<file path="src/hw/rtl/rar_pkg.sv">
package rar_pkg;

   // Field widths of the request and response.
   localparam int IN_WIDTH  = 16;
   localparam int NUM_W     = IN_WIDTH;
   localparam int DEN_W     = IN_WIDTH - 1;
   localparam int DW        = 2 * IN_WIDTH;
   localparam int OUT_DEN_W = 2 * IN_WIDTH - 2;
   localparam int CNT_W     = $clog2(DW);

   typedef struct packed {
      logic signed [NUM_W-1:0] first_numerator;
      logic        [DEN_W-1:0] first_denominator;
      logic signed [NUM_W-1:0] second_numerator;
      logic        [DEN_W-1:0] second_denominator;
   } rar_req_type;

   typedef struct packed {
      logic signed [DW-1:0]        sum_numerator;
      logic        [OUT_DEN_W-1:0] sum_denominator;
   } rar_rsp_type;

   // Datapath operations selected by the microcode.
   typedef enum logic [3:0] {
      OP_NOP,
      OP_MUL_AD,
      OP_MUL_CB,
      OP_MUL_BD,
      OP_SIGN,
      OP_HALVE_BOTH,
      OP_COPY,
      OP_HALVE_U,
      OP_GCD_STEP,
      OP_DIV_LOAD_MAG,
      OP_DIV_STEP,
      OP_DIV_LOAD_DEN,
      OP_OUT_SUM,
      OP_OUT_ZERO,
      OP_OUT_ERR
   } op_type;

   // Status from the datapath, used for conditional jumps and output stalls.
   typedef struct packed {
      logic den_zero;
      logic num_zero;
      logic both_even;
      logic u_even;
      logic v_nz;
      logic cnt_last;
      logic out_free;
   } flags_type;

   typedef struct packed {
      logic   busy;
      op_type op;
   } ctl_type;

endpackage

</file>
<file path="src/hw/rtl/rar_dp.sv">
module rar_dp
   import rar_pkg::*;
(
   input  logic        clock,
   input  logic        reset,
   input  logic        start,
   input  rar_req_type req_payload,
   input  op_type      op,
   output flags_type   flags,
   output logic        rsp_valid,
   input  logic        rsp_ready,
   output rar_rsp_type rsp_payload
);

   logic signed [NUM_W-1:0] a_ff, a_in, c_ff, c_in;
   logic        [DEN_W-1:0] b_ff, b_in, d_ff, d_in;
   logic signed [DW-1:0]    prod_ff, prod_in, sum_ff, sum_in;
   logic                    neg_ff, neg_in;
   logic        [DW-1:0]    u_ff, u_in, v_ff, v_in;
   logic        [DW-1:0]    mag_ff, mag_in, den_ff, den_in;
   logic        [DW-1:0]    rem_ff, rem_in, quo_ff, quo_in;
   logic        [CNT_W-1:0] cnt_ff, cnt_in;
   rar_rsp_type             rsp_ff, rsp_in;
   logic                    rsp_valid_ff, rsp_valid_in;

   logic signed [NUM_W-1:0] mul_x, mul_y;
   logic signed [DW-1:0]    mul_p;
   logic        [DW-1:0]    sum_bits, sum_abs;
   logic        [DW:0]      rem_sh, trial;
   logic                    is_out;

   // One shared signed multiplier; denominators enter with a zero sign bit.
   always_comb begin
      unique case (op)
         OP_MUL_AD: begin
            mul_x = a_ff;
            mul_y = $signed({1'b0, d_ff});
         end
         OP_MUL_CB: begin
            mul_x = c_ff;
            mul_y = $signed({1'b0, b_ff});
         end
         default: begin
            mul_x = $signed({1'b0, b_ff});
            mul_y = $signed({1'b0, d_ff});
         end
      endcase
   end

   assign mul_p    = DW'(mul_x) * DW'(mul_y);
   assign sum_bits = sum_ff;
   assign sum_abs  = sum_ff[DW-1] ? -sum_bits : sum_bits;
   assign rem_sh   = {rem_ff, quo_ff[DW-1]};
   assign trial    = rem_sh - {1'b0, u_ff};
   assign is_out   = (op == OP_OUT_SUM) || (op == OP_OUT_ZERO) || (op == OP_OUT_ERR);

   always_comb begin
      a_in     = a_ff;
      b_in     = b_ff;
      c_in     = c_ff;
      d_in     = d_ff;
      prod_in  = prod_ff;
      sum_in   = sum_ff;
      neg_in   = neg_ff;
      u_in     = u_ff;
      v_in     = v_ff;
      mag_in   = mag_ff;
      den_in   = den_ff;
      rem_in   = rem_ff;
      quo_in   = quo_ff;
      cnt_in   = cnt_ff;
      rsp_in   = rsp_ff;

      if (start) begin
         a_in = req_payload.first_numerator;
         b_in = req_payload.first_denominator;
         c_in = req_payload.second_numerator;
         d_in = req_payload.second_denominator;
      end

      unique case (op)
         OP_NOP: begin
         end
         OP_MUL_AD: begin
            prod_in = mul_p;
         end
         OP_MUL_CB: begin
            prod_in = mul_p;
            sum_in  = prod_ff;
         end
         OP_MUL_BD: begin
            prod_in = mul_p;
            sum_in  = sum_ff + prod_ff;
         end
         OP_SIGN: begin
            neg_in = sum_ff[DW-1];
            u_in   = sum_abs;
            v_in   = prod_ff;
         end
         OP_HALVE_BOTH: begin
            if (!u_ff[0] && !v_ff[0]) begin
               u_in = u_ff >> 1;
               v_in = v_ff >> 1;
            end
         end
         OP_COPY: begin
            mag_in = u_ff;
            den_in = v_ff;
         end
         OP_HALVE_U: begin
            if (!u_ff[0]) begin
               u_in = u_ff >> 1;
            end
         end
         OP_GCD_STEP: begin
            if (!v_ff[0]) begin
               v_in = v_ff >> 1;
            end else if (u_ff > v_ff) begin
               u_in = v_ff;
               v_in = u_ff - v_ff;
            end else begin
               v_in = v_ff - u_ff;
            end
         end
         OP_DIV_LOAD_MAG: begin
            rem_in = '0;
            quo_in = mag_ff;
            cnt_in = '0;
         end
         OP_DIV_STEP: begin
            if (!trial[DW]) begin
               rem_in = trial[DW-1:0];
               quo_in = {quo_ff[DW-2:0], 1'b1};
            end else begin
               rem_in = rem_sh[DW-1:0];
               quo_in = {quo_ff[DW-2:0], 1'b0};
            end
            cnt_in = cnt_ff + 1'b1;
         end
         OP_DIV_LOAD_DEN: begin
            mag_in = quo_ff;
            rem_in = '0;
            quo_in = den_ff;
            cnt_in = '0;
         end
         OP_OUT_SUM: begin
            rsp_in.sum_numerator   = neg_ff ? -mag_ff : mag_ff;
            rsp_in.sum_denominator = quo_ff[OUT_DEN_W-1:0];
         end
         OP_OUT_ZERO: begin
            rsp_in.sum_numerator   = '0;
            rsp_in.sum_denominator = OUT_DEN_W'(1);
         end
         OP_OUT_ERR: begin
            rsp_in.sum_numerator   = '0;
            rsp_in.sum_denominator = '0;
         end
         default: begin
         end
      endcase
   end

   always_comb begin
      if (is_out) begin
         rsp_valid_in = 1'b1;
      end else if (rsp_ready) begin
         rsp_valid_in = 1'b0;
      end else begin
         rsp_valid_in = rsp_valid_ff;
      end
   end

   always_ff @(posedge clock) begin
      if (reset) begin
         rsp_valid_ff <= 1'b0;
      end else begin
         rsp_valid_ff <= rsp_valid_in;
      end
   end

   always_ff @(posedge clock) begin
      a_ff    <= a_in;
      b_ff    <= b_in;
      c_ff    <= c_in;
      d_ff    <= d_in;
      prod_ff <= prod_in;
      sum_ff  <= sum_in;
      neg_ff  <= neg_in;
      u_ff    <= u_in;
      v_ff    <= v_in;
      mag_ff  <= mag_in;
      den_ff  <= den_in;
      rem_ff  <= rem_in;
      quo_ff  <= quo_in;
      cnt_ff  <= cnt_in;
      rsp_ff  <= rsp_in;
   end

   assign flags.den_zero  = (b_ff == '0) || (d_ff == '0);
   assign flags.num_zero  = (sum_ff == '0);
   assign flags.both_even = !u_ff[0] && !v_ff[0];
   assign flags.u_even    = !u_ff[0];
   assign flags.v_nz      = (v_ff != '0);
   assign flags.cnt_last  = (cnt_ff == CNT_W'(DW - 1));
   assign flags.out_free  = !rsp_valid_ff || rsp_ready;

   assign rsp_valid   = rsp_valid_ff;
   assign rsp_payload = rsp_ff;

`ifndef SYNTHESIS
   // The subtract loop relies on the odd part staying odd.
   a_gcd_u_odd: assert property (@(posedge clock) disable iff (reset)
      op == OP_GCD_STEP |-> u_ff[0])
      else $error("gcd step with even u");

   a_div_nonzero: assert property (@(posedge clock) disable iff (reset)
      op == OP_DIV_STEP |-> u_ff != '0)
      else $error("division by zero divisor");

   a_out_den_nonzero: assert property (@(posedge clock) disable iff (reset)
      op == OP_OUT_SUM |-> quo_ff != '0)
      else $error("reduced denominator is zero");

   a_no_overwrite: assert property (@(posedge clock) disable iff (reset)
      is_out |-> (!rsp_valid_ff || rsp_ready))
      else $error("response overwritten before it was taken");
`endif

endmodule

</file>
<file path="src/hw/rtl/rar_seq.sv">
module rar_seq
   import rar_pkg::*;
(
   input  logic      clock,
   input  logic      reset,
   input  logic      start,
   input  flags_type flags,
   output ctl_type   ctl
);

   localparam int PC_W = 4;

   typedef enum logic [2:0] {
      C_NEXT,
      C_DEN_ZERO,
      C_NUM_ZERO,
      C_BOTH_EVEN,
      C_U_EVEN,
      C_V_NZ,
      C_CNT_NLAST,
      C_END
   } cond_type;

   typedef struct packed {
      op_type          op;
      cond_type        cond;
      logic [PC_W-1:0] target;
   } ucode_type;

   localparam logic [PC_W-1:0] P_START  = 4'd0;
   localparam logic [PC_W-1:0] P_TWOS   = 4'd4;
   localparam logic [PC_W-1:0] P_UEVEN  = 4'd6;
   localparam logic [PC_W-1:0] P_GCD    = 4'd7;
   localparam logic [PC_W-1:0] P_DIV1   = 4'd9;
   localparam logic [PC_W-1:0] P_DIV2   = 4'd11;
   localparam logic [PC_W-1:0] P_ZERO   = 4'd13;
   localparam logic [PC_W-1:0] P_ERR    = 4'd14;

   // The program: a jump is taken when its condition holds, else the next step follows.
   localparam ucode_type ROM [2**PC_W] = '{
      '{OP_MUL_AD,       C_DEN_ZERO,  P_ERR},
      '{OP_MUL_CB,       C_NEXT,      P_START},
      '{OP_MUL_BD,       C_NEXT,      P_START},
      '{OP_SIGN,         C_NUM_ZERO,  P_ZERO},
      '{OP_HALVE_BOTH,   C_BOTH_EVEN, P_TWOS},
      '{OP_COPY,         C_NEXT,      P_START},
      '{OP_HALVE_U,      C_U_EVEN,    P_UEVEN},
      '{OP_GCD_STEP,     C_V_NZ,      P_GCD},
      '{OP_DIV_LOAD_MAG, C_NEXT,      P_START},
      '{OP_DIV_STEP,     C_CNT_NLAST, P_DIV1},
      '{OP_DIV_LOAD_DEN, C_NEXT,      P_START},
      '{OP_DIV_STEP,     C_CNT_NLAST, P_DIV2},
      '{OP_OUT_SUM,      C_END,       P_START},
      '{OP_OUT_ZERO,     C_END,       P_START},
      '{OP_OUT_ERR,      C_END,       P_START},
      '{OP_NOP,          C_END,       P_START}
   };

   logic            busy_ff, busy_in;
   logic [PC_W-1:0] pc_ff, pc_in;
   ucode_type       word;
   logic            is_out, exec, take;

   assign word   = ROM[pc_ff];
   assign is_out = (word.op == OP_OUT_SUM) || (word.op == OP_OUT_ZERO)
                   || (word.op == OP_OUT_ERR);
   // An output step waits while the response register is still occupied.
   assign exec   = busy_ff && (!is_out || flags.out_free);

   always_comb begin
      unique case (word.cond)
         C_NEXT:      take = 1'b0;
         C_DEN_ZERO:  take = flags.den_zero;
         C_NUM_ZERO:  take = flags.num_zero;
         C_BOTH_EVEN: take = flags.both_even;
         C_U_EVEN:    take = flags.u_even;
         C_V_NZ:      take = flags.v_nz;
         C_CNT_NLAST: take = !flags.cnt_last;
         C_END:       take = 1'b0;
         default:     take = 1'b0;
      endcase
   end

   always_comb begin
      busy_in = busy_ff;
      pc_in   = pc_ff;
      if (start) begin
         busy_in = 1'b1;
         pc_in   = P_START;
      end else if (exec) begin
         if (word.cond == C_END) begin
            busy_in = 1'b0;
         end else if (take) begin
            pc_in = word.target;
         end else begin
            pc_in = pc_ff + 1'b1;
         end
      end
   end

   always_ff @(posedge clock) begin
      if (reset) begin
         busy_ff <= 1'b0;
         pc_ff   <= P_START;
      end else begin
         busy_ff <= busy_in;
         pc_ff   <= pc_in;
      end
   end

   assign ctl.busy = busy_ff;
   assign ctl.op   = exec ? word.op : OP_NOP;

`ifndef SYNTHESIS
   a_start_idle: assert property (@(posedge clock) disable iff (reset)
      start |-> !busy_ff)
      else $error("request started while busy");

   a_idle_nop: assert property (@(posedge clock) disable iff (reset)
      !busy_ff |-> ctl.op == OP_NOP)
      else $error("operation issued while idle");

   a_end_idle: assert property (@(posedge clock) disable iff (reset)
      exec && word.cond == C_END |=> !busy_ff)
      else $error("sequencer still busy after final step");

   a_stall_hold: assert property (@(posedge clock) disable iff (reset)
      busy_ff && !exec |=> busy_ff && $stable(pc_ff))
      else $error("step counter moved during an output stall");
`endif

endmodule

</file>
<file path="src/hw/rtl/rational_add_reduce.sv">
// Channel   Ports                                  Direction  Moves
// request   req_valid, req_ready, req_payload      in         two fractions a/b and c/d
// response  rsp_valid, rsp_ready, rsp_payload      out        reduced sum n/m
//
// The binary gcd does one halving or one subtraction per cycle, and the two restoring
// divisions each run over the full 32-bit width. A zero denominator ends early in the
// error response, and a zero sum ends early in the zero response.
// Reset is synchronous and active high; it clears the sequencer and the response valid.
// A new request is accepted once the previous one has reached the response register; if
// that response is still not taken, the next request stalls at its final step.
module rational_add_reduce
   import rar_pkg::*;
(
   input  logic        clock,
   input  logic        reset,
   input  logic        req_valid,
   output logic        req_ready,
   input  rar_req_type req_payload,
   output logic        rsp_valid,
   input  logic        rsp_ready,
   output rar_rsp_type rsp_payload
);

   ctl_type   ctl;
   flags_type flags;
   logic      start;

   // The block works on one request at a time; it takes a new one only when idle.
   assign req_ready = !ctl.busy;
   assign start     = req_valid && req_ready;

   // The sequencer steps through a small microprogram: three multiplies, sign
   // handling, removal of common factors of two, the odd gcd, then two divisions.
   rar_seq u_seq (
      .clock (clock),
      .reset (reset),
      .start (start),
      .flags (flags),
      .ctl   (ctl)
   );

   // The datapath holds the operands, the gcd working pair and the divider, and
   // owns the response register.
   rar_dp u_dp (
      .clock       (clock),
      .reset       (reset),
      .start       (start),
      .req_payload (req_payload),
      .op          (ctl.op),
      .flags       (flags),
      .rsp_valid   (rsp_valid),
      .rsp_ready   (rsp_ready),
      .rsp_payload (rsp_payload)
   );

endmodule
</file>
<file path="config.mk">
export PLATFORM = sky130hd
export DESIGN_NAME = rational_add_reduce
export DESIGN_NICKNAME = d
export VERILOG_FILES = /design/src/hw/rtl/rar_pkg.sv /design/src/hw/rtl/rar_dp.sv /design/src/hw/rtl/rar_seq.sv /design/src/hw/rtl/rational_add_reduce.sv
export SDC_FILE = /design/constraint.sdc
export NUM_CORES = 2
export LEC_CHECK = 0
export ABC_CLOCK_PERIOD_IN_PS = 22100
export BUFFER_PORTS_ARGS = -buffer_cell sky130_fd_sc_hd__buf_2
export CAP_MARGIN = 20
export CORE_ASPECT_RATIO = 0.5
export CORE_MARGIN = 2
export CORE_UTILIZATION = 40
export DETAILED_ROUTE_END_ITERATION = 16
export GPL_ROUTABILITY_DRIVEN = 1
export GPL_TIMING_DRIVEN = 0
export PLACE_DENSITY = 0.66
export SYNTH_ARGS = -nofsm -noshare
export SYNTH_HDL_FRONTEND = slang
export SYNTH_SLANG_ARGS = --single-unit
</file>
<file path="constraint.sdc">
create_clock -name clock -period 22.1 [get_ports clock]
set_clock_uncertainty 0.2 [all_clocks]
set_input_delay 3.315 -clock clock [delete_from_list [all_inputs] [get_ports clock]]
set_output_delay 3.315 -clock clock [all_outputs]
set_load 0.005 [all_outputs]
</file>
======== Yosys cells after proc, flatten, opt, wreduce, memory -nomap -nowiden ========
Memory sizes are Yosys's and may differ from the RTL's.
Cells that the tools add are included.
operators by class
  add/subtract/negate cells ............... 8
  multipliers ............................. 1
  $lt $le $gt $ge ......................... 2
  eq/ne operators ......................... 29
  multiplexer cells ....................... 31
  bitwise logic cells ..................... 2
  reductions and logical operators ........ 40
operators with widths
  cell                number
  $mux 32             10
  $pmux 32 s2         3
  $pmux 32 s3         2
  $pmux 62 s3         1
  $pmux 32 s4         1
  $neg 32->32         2
  $sub 32x32->32      2
  $eq 4x4->1 const B  10
  $sub 33x32->33      1
  $add 32x32->32      1
  $gt 32x32->1        1
  $logic_not 32->1    1
  $mul 16x16->32      1
  $pmux 16 s2         1
  $reduce_bool 32->1  1
  $logic_not 15->1    2
  $mux 11             2
  $eq 4x3->1 const B  4
  $mux 15             1
  $eq 3x3->1 const B  4
  $reduce_bool 2->1   6
  $pmux 5 s2          1
  $reduce_bool 3->1   3
  $eq 4x2->1 const B  2
  24 further kinds    50
storage, ports and cells
  register bits ........................... 392
  bits in read-only memories .............. 176
  input port bits ......................... 66
  output and inout bits ................... 64
  word-level logic and storage cells ...... 134
  memories ................................ 1
memory list
  memory           words  bits a word  rd ports  clocked after Yosys merged registers in  write ports  RTL line       source
  (no name shown)  16     11           1         0                                        0            rar_seq.sv:64  assign word = ROM[pc_ff];

======== Depth between registers and ports, before layout ========
  depth in word-level cells ............... 15
  gate-level depth with buffers ........... 38
  mapped depth without buffers ............ 34

======== Cells and area by module ========
Synthesis repeated with hierarchy kept, for this count alone.
unflattened totals
  cell total of the unflattened synthesis .. 3283
  area total of the unflattened synthesis .. 33027.9 um^2
by module, submodules not included
  module               instances  cells each  area an instance (um^2)  sequential area each (um^2)
  rar_dp               1          3178        32274.7                  11611.1
  rar_seq              1          103         743.2                    100.1
  rational_add_reduce  1          2           10.0                     0.0

======== Worst setup path after synthesis ========
OpenSTA, ideal clock, no wires.
  kind .................................... input-to-reg
  start point ............................. input port rsp_ready
  end point ............................... register u_dp.prod_ff[28], data pin
  arrival time ............................ 10.664 ns
  required time ........................... 21.742 ns
  slack ................................... 11.078 ns
  stages .................................. 31
  buffers on the path ..................... 3
  cell sequence ........................... nor2b_1 -> nand2_1 -> o31ai_2 -> or3_1 -> buf_2 -> nor2_4 -> buf_2 -> mux2i_1 -> buf_2 -> nor2_1 -> fa_1 -> inv_1 -> fa_1 -> fa_1 -> inv_1 -> fa_1 -> fa_1 -> inv_1 -> fa_1 -> inv_1 -> ha_1 -> a21o_1 -> a21o_1 -> a21o_1 -> a21oi_1 -> o21ai_0 -> o31a_1 -> o21ai_0 -> a311o_1 -> or4b_2 -> o211ai_1
between the ends
  word-level cells in the longest chain between the ends .. 7
  elaborated cells on any way between the ends .. 9
  those cells by class .................... 1 x mul; 2 x eq/ne; 3 x mux; 3 x reduce/logical
ends and longest elaborated chain
  what                                             RTL line                   source
  from (decl)                                      rational_add_reduce.sv:20  input logic rsp_ready,
  $logic_or 1x1->1 *                               rar_dp.sv:205              assign flags.out_free = !rsp_valid_ff || rsp_ready;
  $logic_or 1x1->1 *                               rar_seq.sv:68              assign exec = busy_ff && (!is_out || flags.out_free);
  $logic_and 1x1->1 *                              rar_seq.sv:68
  $mux 4 *                                         rar_seq.sv:112             assign ctl.op = exec ? word.op : OP_NOP;
  $eq 4x2->1 / $eq 4x1->1 (equally long branches)  rar_dp.sv:34               unique case (op)
  $pmux 16 s2 / $mux 15 (equally long branches)    rar_dp.sv:34
  $mul 16x16->32 *                                 rar_dp.sv:50               assign mul_p = DW'(mul_x) * DW'(mul_y);
  net u_dp.mul_p[28]                               rar_dp.sv:27               logic signed [DW-1:0] mul_p;
  to (signal assigned)                             rar_dp.sv:186              prod_ff <= prod_in;
  to (decl)                                        rar_dp.sv:17               logic signed [DW-1:0] prod_ff, prod_in, sum_ff, sum_in;
The timed path passes the listed nets; every way through them passes the cells marked *.
A chain may end at the register's enable or synchronous reset.

======== Worst setup path after layout ========
Ends and elaborated chain as after synthesis.

==> impl_metrics.yaml <==
timing:
  achievable-frequency_mhz: 80.6
  worst_pin_slew_ns: 1.15
  timing.max_slew.rel_slack: 0.236
  setup_repair_after_global_routing_missed_its_margin: "no"
  finalHoldViolations: 0
  worst_hold_slack_ns: 0.272
  timing.final.crit_share: 0.561
  final.min_clock_period_ns: 12.40
  number_of_pins_exceeding_their_max_slew_limit_in_the_final_report: 0
  timing.setup.tns_ns: 0
  final_number_of_setup_violating_endpoints: 0
yosys:
  synth_seq_area_share: 0.351
  synth.largest_area_cell: "sky130_fd_sc_hd__edfxtp_1"
  synth.area.top_cells: "sky130_fd_sc_hd__edfxtp_1, sky130_fd_sc_hd__fa_1, sky130_fd_sc_hd__ha_1"
  synth_top_cell_area_share: 0.348
  syn-cell-area_mm2: 0.0334
  yosysUniqueCellTypes: 88
  post_synth_inst_count: 3367
  post_synth_most_frequent_cells: "sky130_fd_sc_hd__inv_1, sky130_fd_sc_hd__edfxtp_1, sky130_fd_sc_hd__nand2_1, sky130_fd_sc_hd__nor2_1, sky130_fd_sc_hd__fa_1"
  syn_area_per_cell_um2: 9.91
  async_reset_ff_frac: 0
  postSynthRegisterBits: 392
  syn_nets: 3903
  ys.flop_type: "sky130_fd_sc_hd__edfxtp_1"
  most_numerous_cell_in_the_yosys_netlist: "sky130_fd_sc_hd__inv_1"
  number_of_synthesized_flops_with_an_enable_pin: 386
  yosysWarnings: 0
cells_and_area:
  count_of_antenna_diodes_in_the_layout: 0
  drive_gt1_frac: 0.0922
  layout.nets: 4085
  area.growth.synth_to_final_pct: 11.3
  filler_instances: 7715
worst_hold_path:
  hold_path_class: "register to register"
pwr:
  p_per_area_mw_per_mm2: 128
  power.ir.vdd_worst_mv: 0.168
  p_leak_nw: 15.8
floorplan:
  dieHeight_um: 208
  core_area_mm2: 0.0821
  fp.dieW_um: 412
  initial_utilization: 0.406
  ioPinCount: 130
  placement_rows: 74
  dieArea_mm2: 0.0858
critical_path:
  critPathCaptureType: "register"
  critical_path_source_type: "input pin"
  critPathMaxFanout: 10
  worstSetupPathType: "input pin to register"
  crit_slowest_cell: "sky130_fd_sc_hd__mux2i_1"
  crit_path_max_incr_delay_ns: 0.79
  cp.arrival_ns: 12.57
  critical-path-top-cell-by-count: "sky130_fd_sc_hd__fa_1"
  timing.critical_path.required_ns: 22.27
clock_network:
  clk_pin_slew_worst_paths_ns: 0.07
  clockBufferDepth: 3
  cts_tree: "yes"
  holdBufCountCts: 0
  cts_max_level: 2
  tritoncts.num_buffers: 41
  worstSkewPairLatency_ns: 0.60
  cts_resized: 0
  post-cts-setup-buffer-count: 0
  cts.sinks: 392
  cts_root_buffer: "sky130_fd_sc_hd__clkbuf_16"
global_route:
  number_of_antenna_violations_at_the_first_check_in_global_routing: 1
  globalRouteOverflowTotal: 0
  track_usage: 0.221
  grt_max_degree: 62
  first_global_vias: 26151
  wire_length_of_the_first_global_routing_pass_um: 148000
drt:
  number_of_remaining_drc_errors: 0
  routed_via_density: 5.55
  wl_um: 94900
  wl_per_cell_um: 20.3
  drtIter0Drc: 2217
  antenna_violating_nets_post_route: 0
  via_count: 25979
  detail_route.first_pass.iterations: 7
placement:
  detailedPlacementHpwl_um: 76100
  port_buffers: 129
  place_congestion: 0.985
flow_run:
  timing.max_cap.violations: 0
run_status:
  outcome: "completed"
[flip-flops by register name (all words and copies together) (netlist names), 15 cells and up]
| signal | flops |
|---|---|
| u_dp.a_ff | 16 |
| u_dp.mag_ff | 32 |
| u_dp.prod_ff | 32 |
| u_dp.rem_ff | 32 |
| u_dp.rsp_payload | 62 |
| u_dp.den_ff | 32 |
| u_dp.quo_ff | 32 |
| u_dp.c_ff | 16 |
| u_dp.sum_bits | 32 |
| u_dp.v_ff | 32 |
| u_dp.d_ff | 15 |
| u_dp.u_ff | 32 |
| u_dp.b_ff | 15 |
[layer usage]
| metal | part of all wire | track usage |
|---|---|---|
| met5 | 0 | 0 |
| met1 | 0.46 | 0.317 |
| met4 | 0.027 | 0.0599 |
| met3 | 0.077 | 0.0381 |
| met2 | 0.43 | 0.342 |
[cell usage in the layout (no fill, tap or decap), types with 28 or more instances in the layout]
cell and instances:
sky130_fd_sc_hd__nor3_1 34, sky130_fd_sc_hd__nand2_1 385, sky130_fd_sc_hd__a21oi_1 160, sky130_fd_sc_hd__o31ai_1 28, sky130_fd_sc_hd__edfxtp_1 386, sky130_fd_sc_hd__xor2_1 81
sky130_fd_sc_hd__inv_1 411, sky130_fd_sc_hd__mux2i_1 59, sky130_fd_sc_hd__nand2b_1 30, sky130_fd_sc_hd__a22oi_1 82, sky130_fd_sc_hd__nor2b_1 55, sky130_fd_sc_hd__clkbuf_1 72
sky130_fd_sc_hd__fa_1 250, sky130_fd_sc_hd__a21o_1 73, sky130_fd_sc_hd__ha_1 220, sky130_fd_sc_hd__o21ai_0 198, sky130_fd_sc_hd__nor4_1 28, sky130_fd_sc_hd__clkbuf_16 42
sky130_fd_sc_hd__nand3_1 40, sky130_fd_sc_hd__buf_2 170, sky130_fd_sc_hd__nor2_1 254, sky130_fd_sc_hd__xnor2_1 87
[where the power goes]
group	leakage, nW	switching (mW)	internal [mW]
Combinational	11.5	1.66	1.24
Clock	0.700	0.331	0.448
Sequential	3.57	0.0606	1.01
[layout make-up]
cell class / count / area, um2 / area share
multi-input cells: 2435 / 19600 / 0.527
flip-flops and latches: 392 / 11700 / 0.315
inverters: 411 / 1540 / 0.0416
well taps: 1102 / 1380 / 0.0371
clock buffers: 45 / 1060 / 0.0286
repair buffers: 139 / 858 / 0.0231
plain buffers: 129 / 603 / 0.0162
clock inverters: 30 / 419 / 0.0113
[logic make-up after synthesis]
kind of cell / after synthesis / share of synthesized area
buffers and inverters: 540 / 0.0643
XOR/XNOR: 168 / 0.0441
flip-flops: 392 / 0.351
AO/OA/AOI/OAI: 779 / 0.158
AND/OR/NAND/NOR: 953 / 0.130
multiplexers: 65 / 0.0198
adder cells (fa/ha/maj): 470 / 0.233
[final timing paths]
kind / endpoint / from / slack [ns] / cells after the start
max: u_dp.prod_ff[28]$_DFFE_PP_ / rsp_ready / 9.70 / 32
min: u_dp.neg_ff$_DFFE_PP_ / u_dp.sum_bits[31]$_DFFE_PP_ / 0.27 / 0
max reg2reg: u_dp.prod_ff[28]$_DFFE_PP_ / u_seq.pc_ff[1]$_SDFFE_PP0P_ / 10.94 / 33
min reg2reg: u_dp.neg_ff$_DFFE_PP_ / u_dp.sum_bits[31]$_DFFE_PP_ / 0.27 / 0
[worst max-delay path: cells and delay by family]
family,cells,cell delay [ns]
buf+inv,8,1.37
compound gates,10,2.51
fa+ha+maj,7,3.36
mux,1,0.79
simple gates,6,1.22
[stage by stage]
step           worst slack (ns)  utilization  total power [mW]  std cells  area [um2]
2_1_floorplan             11.08            -              3.33       3367       33400
3_3_place_gp               9.32        0.431              3.91       4598       35400
3_5_place_dp               9.15        0.434              3.98       4607       35600
4_1_cts                    9.72        0.452              4.78       4682       37100
5_1_grt                    9.28        0.452              5.25       4683       37100
6_report                   9.70        0.452              4.76       4683       37100
Power figures use the tool's default switching activity.
